**src/design/ltpc_pkg.sv**
```systemverilog
// Shared types and constants of the level trigger with pre-trigger capture.
package ltpc_pkg;

    localparam int PRE_MAX_DEF = 32;

    localparam int SAMPLE_W   = 16;
    localparam int THRESH_W   = 32;
    localparam int PRE_LEN_W  = 6;
    localparam int POST_LEN_W = 16;
    localparam int CFG_IDX_W  = 2;
    localparam int CFG_DATA_W = 32;

    localparam logic [CFG_IDX_W-1:0] CFG_THRESHOLD_SQ = 2'd0;
    localparam logic [CFG_IDX_W-1:0] CFG_PRE_LEN      = 2'd1;
    localparam logic [CFG_IDX_W-1:0] CFG_POST_LEN     = 2'd2;

    localparam logic [THRESH_W-1:0]   THRESHOLD_SQ_RST = 32'd0;
    localparam logic [PRE_LEN_W-1:0]  PRE_LEN_RST      = 6'd16;
    localparam logic [POST_LEN_W-1:0] POST_LEN_RST     = 16'd16;

    // Q sits in the upper half, I in the lower half of the packed word.
    typedef struct packed {
        logic signed [SAMPLE_W-1:0] sample_q;
        logic signed [SAMPLE_W-1:0] sample_i;
    } t_in_item;

    typedef struct packed {
        logic signed [SAMPLE_W-1:0] out_i;
        logic signed [SAMPLE_W-1:0] out_q;
        logic                       capture_last;
    } t_out_item;

    typedef struct packed {
        logic wr_en;     // store the current sample, advance write pointer
        logic rd_start;  // load read pointer with the oldest pre-trigger slot
        logic rd_en;     // read one slot, advance read pointer
    } t_ring_ctl;

endpackage

```
**src/design/ltpc_ram.sv**
```systemverilog
// Generic single-write, single-read RAM with registered read data.
module ltpc_ram #(
    parameter int WIDTH = 32,
    parameter int DEPTH = 32,
    parameter int AW    = (DEPTH > 1) ? $clog2(DEPTH) : 1
) (
    input  logic             i_clk,
    input  logic             i_we,
    input  logic [AW-1:0]    i_waddr,
    input  logic [WIDTH-1:0] i_wdata,
    input  logic             i_re,
    input  logic [AW-1:0]    i_raddr,
    output logic [WIDTH-1:0] o_rdata
);

    logic [WIDTH-1:0] r_mem [DEPTH];
    logic [WIDTH-1:0] r_rdata;

    always_ff @(posedge i_clk) begin
        if (i_we) begin
            r_mem[i_waddr] <= i_wdata;
        end
        if (i_re) begin
            r_rdata <= r_mem[i_raddr];
        end
    end

    assign o_rdata = r_rdata;

endmodule

```
**src/design/ltpc_ring.sv**
```systemverilog
// Pre-trigger history ring: RAM, write and read pointers, per-slot valid bits.
module ltpc_ring #(
    parameter int PRE_MAX = ltpc_pkg::PRE_MAX_DEF
) (
    input  logic                          i_clk,
    input  logic                          i_rst_n,
    input  ltpc_pkg::t_ring_ctl           i_ctl,
    input  ltpc_pkg::t_in_item            i_wr_data,
    input  logic [ltpc_pkg::PRE_LEN_W-1:0] i_npre,
    output ltpc_pkg::t_in_item            o_rd_data
);
    import ltpc_pkg::*;

    localparam int AW = (PRE_MAX > 1) ? $clog2(PRE_MAX) : 1;
    localparam int DW = $bits(t_in_item);

    logic [AW-1:0]      r_wr_pos;
    logic [AW-1:0]      r_rd_pos;
    logic [PRE_MAX-1:0] r_vld;
    logic               r_rd_ok;
    logic [DW-1:0]      w_ram_q;
    logic [AW:0]        w_start_sum;
    logic [AW-1:0]      w_start;

    // Oldest wanted slot: write pointer minus npre, modulo the ring depth.
    assign w_start_sum = {1'b0, r_wr_pos} + (AW+1)'(PRE_MAX) - (AW+1)'(i_npre);
    assign w_start     = (w_start_sum >= (AW+1)'(PRE_MAX))
                       ? AW'(w_start_sum - (AW+1)'(PRE_MAX))
                       : w_start_sum[AW-1:0];

    always_ff @(posedge i_clk) begin
        if (!i_rst_n) begin
            r_wr_pos <= '0;
            r_rd_pos <= '0;
            r_vld    <= '0;
            r_rd_ok  <= 1'b0;
        end else begin
            if (i_ctl.wr_en) begin
                r_vld[r_wr_pos] <= 1'b1;
                r_wr_pos <= (r_wr_pos == AW'(PRE_MAX - 1)) ? '0 : r_wr_pos + 1'b1;
            end
            if (i_ctl.rd_start) begin
                r_rd_pos <= w_start;
            end else if (i_ctl.rd_en) begin
                r_rd_ok  <= r_vld[r_rd_pos];
                r_rd_pos <= (r_rd_pos == AW'(PRE_MAX - 1)) ? '0 : r_rd_pos + 1'b1;
            end
        end
    end

    ltpc_ram #(
        .WIDTH (DW),
        .DEPTH (PRE_MAX),
        .AW    (AW)
    ) u_ram (
        .i_clk   (i_clk),
        .i_we    (i_ctl.wr_en),
        .i_waddr (r_wr_pos),
        .i_wdata (i_wr_data),
        .i_re    (i_ctl.rd_en),
        .i_raddr (r_rd_pos),
        .o_rdata (w_ram_q)
    );

    // A slot never written reads as a zero sample.
    assign o_rd_data = r_rd_ok ? t_in_item'(w_ram_q) : '0;

endmodule

```
**src/design/level_trigger_pretrigger_capture.sv**
```systemverilog
// Top level: level trigger on squared I/Q magnitude with pre-trigger capture.
//
//  channel | direction | handshake                 | payload
//  --------+-----------+---------------------------+------------------------------
//  in      | input     | i_in_valid / o_in_ready   | i_in_item  (sample_i, sample_q)
//  out     | output    | o_out_valid / i_out_ready | o_out_item (out_i, out_q, last)
//  cfg     | input     | i_cfg_we (no wait)        | i_cfg_idx, i_cfg_data
//
// Rate: one item per cycle while idle, or while capturing and the output takes
// items. A trigger item with npre pre-trigger samples is held through a start step
// that loads the read pointer, npre reads through the registered RAM output, then
// the trigger sample (none when post_len is zero); npre zero skips start and reads.
// Reset: synchronous, active low; per-slot valid bits make the ring read as zeros.
// Stalls: a stalled output holds the sequencer and, once it needs to emit, the input.
module level_trigger_pretrigger_capture #(
    parameter int PRE_MAX = ltpc_pkg::PRE_MAX_DEF
) (
    input  logic                            i_clk,
    input  logic                            i_rst_n,
    input  logic                            i_in_valid,
    output logic                            o_in_ready,
    input  ltpc_pkg::t_in_item              i_in_item,
    output logic                            o_out_valid,
    input  logic                            i_out_ready,
    output ltpc_pkg::t_out_item             o_out_item,
    input  logic                            i_cfg_we,
    input  logic [ltpc_pkg::CFG_IDX_W-1:0]  i_cfg_idx,
    input  logic [ltpc_pkg::CFG_DATA_W-1:0] i_cfg_data
);
    import ltpc_pkg::*;

    typedef enum logic [1:0] {
        ST_RUN,   // decide on the held item: skip, capture step, or trigger
        ST_PRE,   // stream pre-trigger samples out of the ring
        ST_TRIG   // emit the triggering sample
    } t_state;

    // Configuration
    logic [THRESH_W-1:0]   r_threshold_sq;
    logic [PRE_LEN_W-1:0]  r_pre_len;
    logic [POST_LEN_W-1:0] r_post_len;

    // Held item and its squares, computed on the way in
    logic                  r_hv;
    t_in_item              r_hold;
    logic [30:0]           r_sq_i;
    logic [30:0]           r_sq_q;

    // Sequencer state
    t_state                r_state;
    logic                  r_capturing;
    logic [POST_LEN_W-1:0] r_remaining;
    logic [PRE_LEN_W-1:0]  r_pre_left;
    logic                  r_pend;

    // Output register
    logic                  r_out_valid;
    t_out_item             r_out;

    logic signed [31:0]    w_prod_i;
    logic signed [31:0]    w_prod_q;
    logic [31:0]           w_mag;
    logic                  w_trig;
    logic [PRE_LEN_W-1:0]  w_npre;
    logic [POST_LEN_W-1:0] w_rem_dec;
    logic                  w_out_free;
    logic                  w_done;
    logic                  w_emit;
    t_out_item             w_emit_item;
    t_ring_ctl             w_ctl;
    t_in_item              w_ring_q;

    assign w_prod_i   = i_in_item.sample_i * i_in_item.sample_i;
    assign w_prod_q   = i_in_item.sample_q * i_in_item.sample_q;
    assign w_mag      = 32'(r_sq_i) + 32'(r_sq_q);
    assign w_trig     = w_mag > r_threshold_sq;
    assign w_npre     = (r_pre_len > PRE_LEN_W'(PRE_MAX)) ? PRE_LEN_W'(PRE_MAX) : r_pre_len;
    assign w_rem_dec  = (r_remaining != '0) ? r_remaining - 1'b1 : '0;
    assign w_out_free = !r_out_valid || i_out_ready;
    assign o_in_ready = !r_hv || w_done;

    // Decide what the held item does this cycle.
    always_comb begin
        w_ctl       = '0;
        w_done      = 1'b0;
        w_emit      = 1'b0;
        w_emit_item = '0;
        unique case (r_state)
            ST_RUN: begin
                if (r_hv) begin
                    if (r_capturing) begin
                        // Mid-capture: one sample out per item.
                        if (w_out_free) begin
                            w_emit                   = 1'b1;
                            w_emit_item.out_i        = r_hold.sample_i;
                            w_emit_item.out_q        = r_hold.sample_q;
                            w_emit_item.capture_last = (w_rem_dec == '0);
                            w_ctl.wr_en              = 1'b1;
                            w_done                   = 1'b1;
                        end
                    end else if (!w_trig) begin
                        w_ctl.wr_en = 1'b1;
                        w_done      = 1'b1;
                    end else if (w_npre != '0) begin
                        w_ctl.rd_start = 1'b1;
                    end else if (r_post_len == '0) begin
                        // Empty window: nothing to send.
                        w_ctl.wr_en = 1'b1;
                        w_done      = 1'b1;
                    end
                end
            end
            ST_PRE: begin
                if (r_pend && w_out_free) begin
                    w_emit                   = 1'b1;
                    w_emit_item.out_i        = w_ring_q.sample_i;
                    w_emit_item.out_q        = w_ring_q.sample_q;
                    w_emit_item.capture_last = (r_post_len == '0) && (r_pre_left == '0);
                    if (r_pre_left == '0 && r_post_len == '0) begin
                        w_ctl.wr_en = 1'b1;
                        w_done      = 1'b1;
                    end
                end
                // Issue the next read when the RAM output is free or drains now.
                if (r_pre_left != '0 && (!r_pend || w_out_free)) begin
                    w_ctl.rd_en = 1'b1;
                end
            end
            ST_TRIG: begin
                if (w_out_free) begin
                    w_emit                   = 1'b1;
                    w_emit_item.out_i        = r_hold.sample_i;
                    w_emit_item.out_q        = r_hold.sample_q;
                    w_emit_item.capture_last = (r_post_len == POST_LEN_W'(1));
                    w_ctl.wr_en              = 1'b1;
                    w_done                   = 1'b1;
                end
            end
            default: begin
            end
        endcase
    end

    always_ff @(posedge i_clk) begin
        if (!i_rst_n) begin
            r_threshold_sq <= THRESHOLD_SQ_RST;
            r_pre_len      <= PRE_LEN_RST;
            r_post_len     <= POST_LEN_RST;
            r_hv           <= 1'b0;
            r_state        <= ST_RUN;
            r_capturing    <= 1'b0;
            r_remaining    <= '0;
            r_pre_left     <= '0;
            r_pend         <= 1'b0;
            r_out_valid    <= 1'b0;
        end else begin
            if (i_cfg_we) begin
                unique case (i_cfg_idx)
                    CFG_THRESHOLD_SQ: r_threshold_sq <= i_cfg_data;
                    CFG_PRE_LEN:      r_pre_len      <= i_cfg_data[PRE_LEN_W-1:0];
                    CFG_POST_LEN:     r_post_len     <= i_cfg_data[POST_LEN_W-1:0];
                    default: begin
                    end
                endcase
            end

            // Take a new item whenever the holding stage frees up.
            if (o_in_ready) begin
                r_hv <= i_in_valid;
            end

            if (w_emit) begin
                r_out_valid <= 1'b1;
                r_out       <= w_emit_item;
            end else if (i_out_ready) begin
                r_out_valid <= 1'b0;
            end

            unique case (r_state)
                ST_RUN: begin
                    if (r_hv && r_capturing) begin
                        if (w_out_free) begin
                            r_remaining <= w_rem_dec;
                            if (w_rem_dec == '0) begin
                                r_capturing <= 1'b0;
                            end
                        end
                    end else if (r_hv && w_trig) begin
                        if (w_npre != '0) begin
                            r_state    <= ST_PRE;
                            r_pre_left <= w_npre;
                            r_pend     <= 1'b0;
                        end else if (r_post_len != '0) begin
                            r_state <= ST_TRIG;
                        end else begin
                            r_remaining <= '0;
                        end
                    end
                end
                ST_PRE: begin
                    if (w_ctl.rd_en) begin
                        r_pre_left <= r_pre_left - 1'b1;
                        r_pend     <= 1'b1;
                    end else if (r_pend && w_out_free) begin
                        r_pend <= 1'b0;
                    end
                    if (r_pend && w_out_free && r_pre_left == '0) begin
                        if (r_post_len == '0) begin
                            r_state     <= ST_RUN;
                            r_remaining <= '0;
                        end else begin
                            r_state <= ST_TRIG;
                        end
                    end
                end
                ST_TRIG: begin
                    if (w_out_free) begin
                        r_remaining <= r_post_len - 1'b1;
                        r_capturing <= (r_post_len != POST_LEN_W'(1));
                        r_state     <= ST_RUN;
                    end
                end
                default: begin
                    r_state <= ST_RUN;
                end
            endcase
        end
    end

    // Payload registers: no reset needed.
    always_ff @(posedge i_clk) begin
        if (o_in_ready && i_in_valid) begin
            r_hold <= i_in_item;
            r_sq_i <= w_prod_i[30:0];
            r_sq_q <= w_prod_q[30:0];
        end
    end

    ltpc_ring #(
        .PRE_MAX (PRE_MAX)
    ) u_ring (
        .i_clk     (i_clk),
        .i_rst_n   (i_rst_n),
        .i_ctl     (w_ctl),
        .i_wr_data (r_hold),
        .i_npre    (w_npre),
        .o_rd_data (w_ring_q)
    );

    assign o_out_valid = r_out_valid;
    assign o_out_item  = r_out;

endmodule

```
**config.mk**
```make
export PLATFORM = sky130hd
export DESIGN_NAME = level_trigger_pretrigger_capture
export DESIGN_NICKNAME = d
export VERILOG_FILES = /design/src/design/ltpc_pkg.sv /design/src/design/ltpc_ram.sv /design/src/design/ltpc_ring.sv /design/src/design/level_trigger_pretrigger_capture.sv
export SDC_FILE = /design/constraint.sdc
export NUM_CORES = 2
export LEC_CHECK = 0
export ABC_CLOCK_PERIOD_IN_PS = 17520
export BUFFER_PORTS_ARGS = -buffer_cell sky130_fd_sc_hd__buf_2
export CAP_MARGIN = 5
export CORE_ASPECT_RATIO = 1.25
export CORE_MARGIN = 3
export CORE_UTILIZATION = 40
export DETAILED_ROUTE_END_ITERATION = 12
export PLACE_DENSITY = 0.54
export SLEW_MARGIN = 20
export SYNTH_ARGS = -nofsm -noshare
export SYNTH_HDL_FRONTEND = slang
export SYNTH_SLANG_ARGS = --single-unit
export TNS_END_PERCENT = 10
```
**constraint.sdc**
```tcl
create_clock -name i_clk -period 17.52 [get_ports i_clk]
set_input_delay 0.876 -clock i_clk [delete_from_list [all_inputs] [get_ports i_clk]]
set_output_delay 0.876 -clock i_clk [all_outputs]
set_load 0.1 [all_outputs]
```
==> qor.txt <==
relative slew slack: 27.96%
max cap viols: 0
R2R depth: 21
Post-Syn Area: 69760 um^2
Vias/cell: 5.297
Max Fclk: 127.2 MHz
CP Capture Type: output port
drt initial violations: 2608
Post-DRT Antenna Nets: 0
slowest cell delay on critical path: 620 ps
Crit path depth: 20
run status: completed
Syn Inst Count: 4698
initial antenna violation count: 8
Die Height: 472.9 um
Synth area leader: edfxtp_1
Synth async-reset ratio: 0%
WL final: 178100 um
first-pass GRT wire length: 266700 um
RD Place Congestion: 0.8233
Yosys top cell area share: 50.75%
GRT Util Overall: 20.06%
post-synthesis sequential area ratio: 54.34%
Hold-fix buffers, CTS: 0
Clk Latency, worst-skew pair: 790 ps
maximum vdd drop: 662.9 uV
Bufs and invs on worst path: 2
layout cells sized above 1: 16.53%
Starting Density: 40.44%
DRC viols: 0
Clock Skew: 35.65 ps
Worst Tran Pin Value: 1081 ps
worst hold path type: input port to register
post-layout net count: 5619
Inserted Clock Buffers: 136
max-slew violation count: 0
PostCTS Resize Cnt: 0
Period minus WS final: 7860 ps
critical path type: register to output port
number of synthesized flops with an enable pin: 1179
Setup TNS: 0 ps
Area Growth Syn to Fin: 11.49%
CP Max Fanout: 46
commonest cells after routing, fill and taps aside: edfxtp_1, inv_1, fa_1
Slowest-stage cell, CP: o31ai_1
Die ar.: 179500 um^2
Worst setup SP type: register
fin area: 77770 um^2
Post-DP HPWL: 112200 um
Via Count: 38.46k
top post-synthesis cells by area: edfxtp_1, fa_1, mux4_2
Worst-path clk slew: 60 ps
hold-critical path depth: 3
Most common cell on crit path: o31ai_1
largest net degree at the start of global routing: 104
crit path setup slack, layout: 9660 ps
port bufs: 105
Final Cycle Share: 44.86%
CP cell instances: ha_1, a21o_1, a21oi_1, o211ai_1, nand2_1, o31ai_1, nor2_1, o31ai_1, o31ai_1, xnor2_1, ha_1, nand4_1, nor2_1, nand4_1, nor4_1, a21oi_1, a311oi_4, buf_4, nand2b_1, buf_2
RSZ-0062 raised after global routing: false
Synth Flop Type: edfxtp_1
core area: 172500 um^2
drt first pass iters: 5
Power Density: 198.5 nW/um^2
Yosys Warn Count: 0
Setup-failing EPs final: 0
FF+latch count, synth: 1304
Root Driver: clkbuf_16
CTS Sinks: 1304
Data arrival, critical path: 6980 ps
H-tree depth: 4
syn avg cell area: 14.85 um^2
CTS tree: built
post-synth cell types: 74
commonest non-fill, non-tap cell in the layout: edfxtp_1
clk buf depth: 3
Final Hold Fails: 0
dpl ws: 9718 ps
Worst Path Required: 16640 ps
total grt overflow: 0
Die Width: 379.5 um
Pleak: 28.59 nW
Mapped Nets: 5484
vias in the first global route: 41.31k
Top delay family on crit path: compound AO/OA/AOI/OAI gates
Post-DP Area: 73360 um^2
Post-CTS Setup Inserts: 0
IO Pins: 106
Routed WL per cell: 24.52 um
# rows: 170
==> worst min-delay path: cells and delay by family <==
| kind | cells | cell delay (ps) |
|---|---|---|
| buf+inv | 1 | 100 |
| compound gates | 1 | 50 |
| simple gates | 1 | 50 |
==> kinds of logic after synthesis <==
| logic type | synth area share (%) |
|---|---|
| flops | 54.34 |
| mux | 11.38 |
| fa+ha+maj | 17.86 |
| buf+inv | 4.929 |
| compound gates | 4.382 |
| xor+xnor | 1.620 |
| simple gates | 5.490 |
==> registers in the layout (all words and copies together) (netlist names), 16 cells and up <==
signal,flops
r_sq_i,29
u_ring.u_ram.r_mem,1024
u_ring.u_ram.o_rdata,32
o_out_item,33
r_post_len,16
u_ring.r_vld,32
r_hold,32
r_sq_q,29
r_threshold_sq,32
r_remaining,16
==> area by class of cell <==
cell class              count  area [um^2]
multi-input cells        2484        28680
well taps                2322         2905
flip-flops and latches   1304        37920
repair buffers            190         1260
inverters                 717         2691
fillers                 15430        94730
diodes                      4        10.01
clock inverters            81        754.5
clock buffers             160         3546
==> through the flow <==
step,hold slack [ps],std cells,utilization (%),total power [W]
after detailed placement,448.8,7010,42.53,0.01280
after CTS,276.1,7251,45.02,0.01568
after floorplan,436.3,4698,-,0.01044
final,353.1,7262,45.09,0.01544
after global placement,442.6,7007,42.50,0.01276
after global routing,311.2,7259,45.08,0.01662
==> routing by layer <==
layer,GRT usage (%),part of all wire (%)
met4,5.565,2.6
met5,0,0.017
met1,24.04,39
met2,37.64,55
met3,2.628,3.6
==> report_power, final <==
part | total, W | internal [W] | leakage, nW | switching, W
registers | 0.00420 | 0.00408 | 11.7 | 0.000123
clock network | 0.00282 | 0.00158 | 2.08 | 0.00124
logic | 0.00842 | 0.00354 | 14.8 | 0.00488
total | 0.0154 | 0.00920 | 28.6 | 0.00624
==> final timing paths <==
path	endpoint	start	slack [ps]
worst max-delay path	o_in_ready	r_sq_q[3]	9660
worst min-delay path	r_threshold_sq[27]	i_cfg_data[27]	350
worst max register to register	u_ring.u_ram.r_mem[22][23]	r_sq_q[3]	9670
worst min register to register	r_threshold_sq[15]	r_threshold_sq[15]	460
==> cells in the mapped netlist, types with 14 or more instances <==
| cell | number |
|---|---|
| a211oi_1 | 21 |
| a21o_1 | 46 |
| a21oi_1 | 131 |
| a22oi_1 | 34 |
| a31oi_1 | 14 |
| a32o_1 | 33 |
| and2_1 | 109 |
| buf_1 | 35 |
| buf_2 | 15 |
| clkbuf_1 | 142 |
| dfxtp_1 | 125 |
| edfxtp_1 | 1179 |
| fa_1 | 468 |
| ha_1 | 247 |
| inv_1 | 715 |
| mux2_2 | 36 |
| mux4_2 | 330 |
| nand2_1 | 303 |
| nand2b_1 | 29 |
| nand3_1 | 26 |
| nor2_1 | 199 |
| nor2b_1 | 26 |
| nor3_1 | 38 |
| o21ai_0 | 63 |
| o22ai_1 | 17 |
| xnor2_1 | 91 |
| xor2_1 | 38 |
No activity file was read; power rests on OpenSTA's default activity.
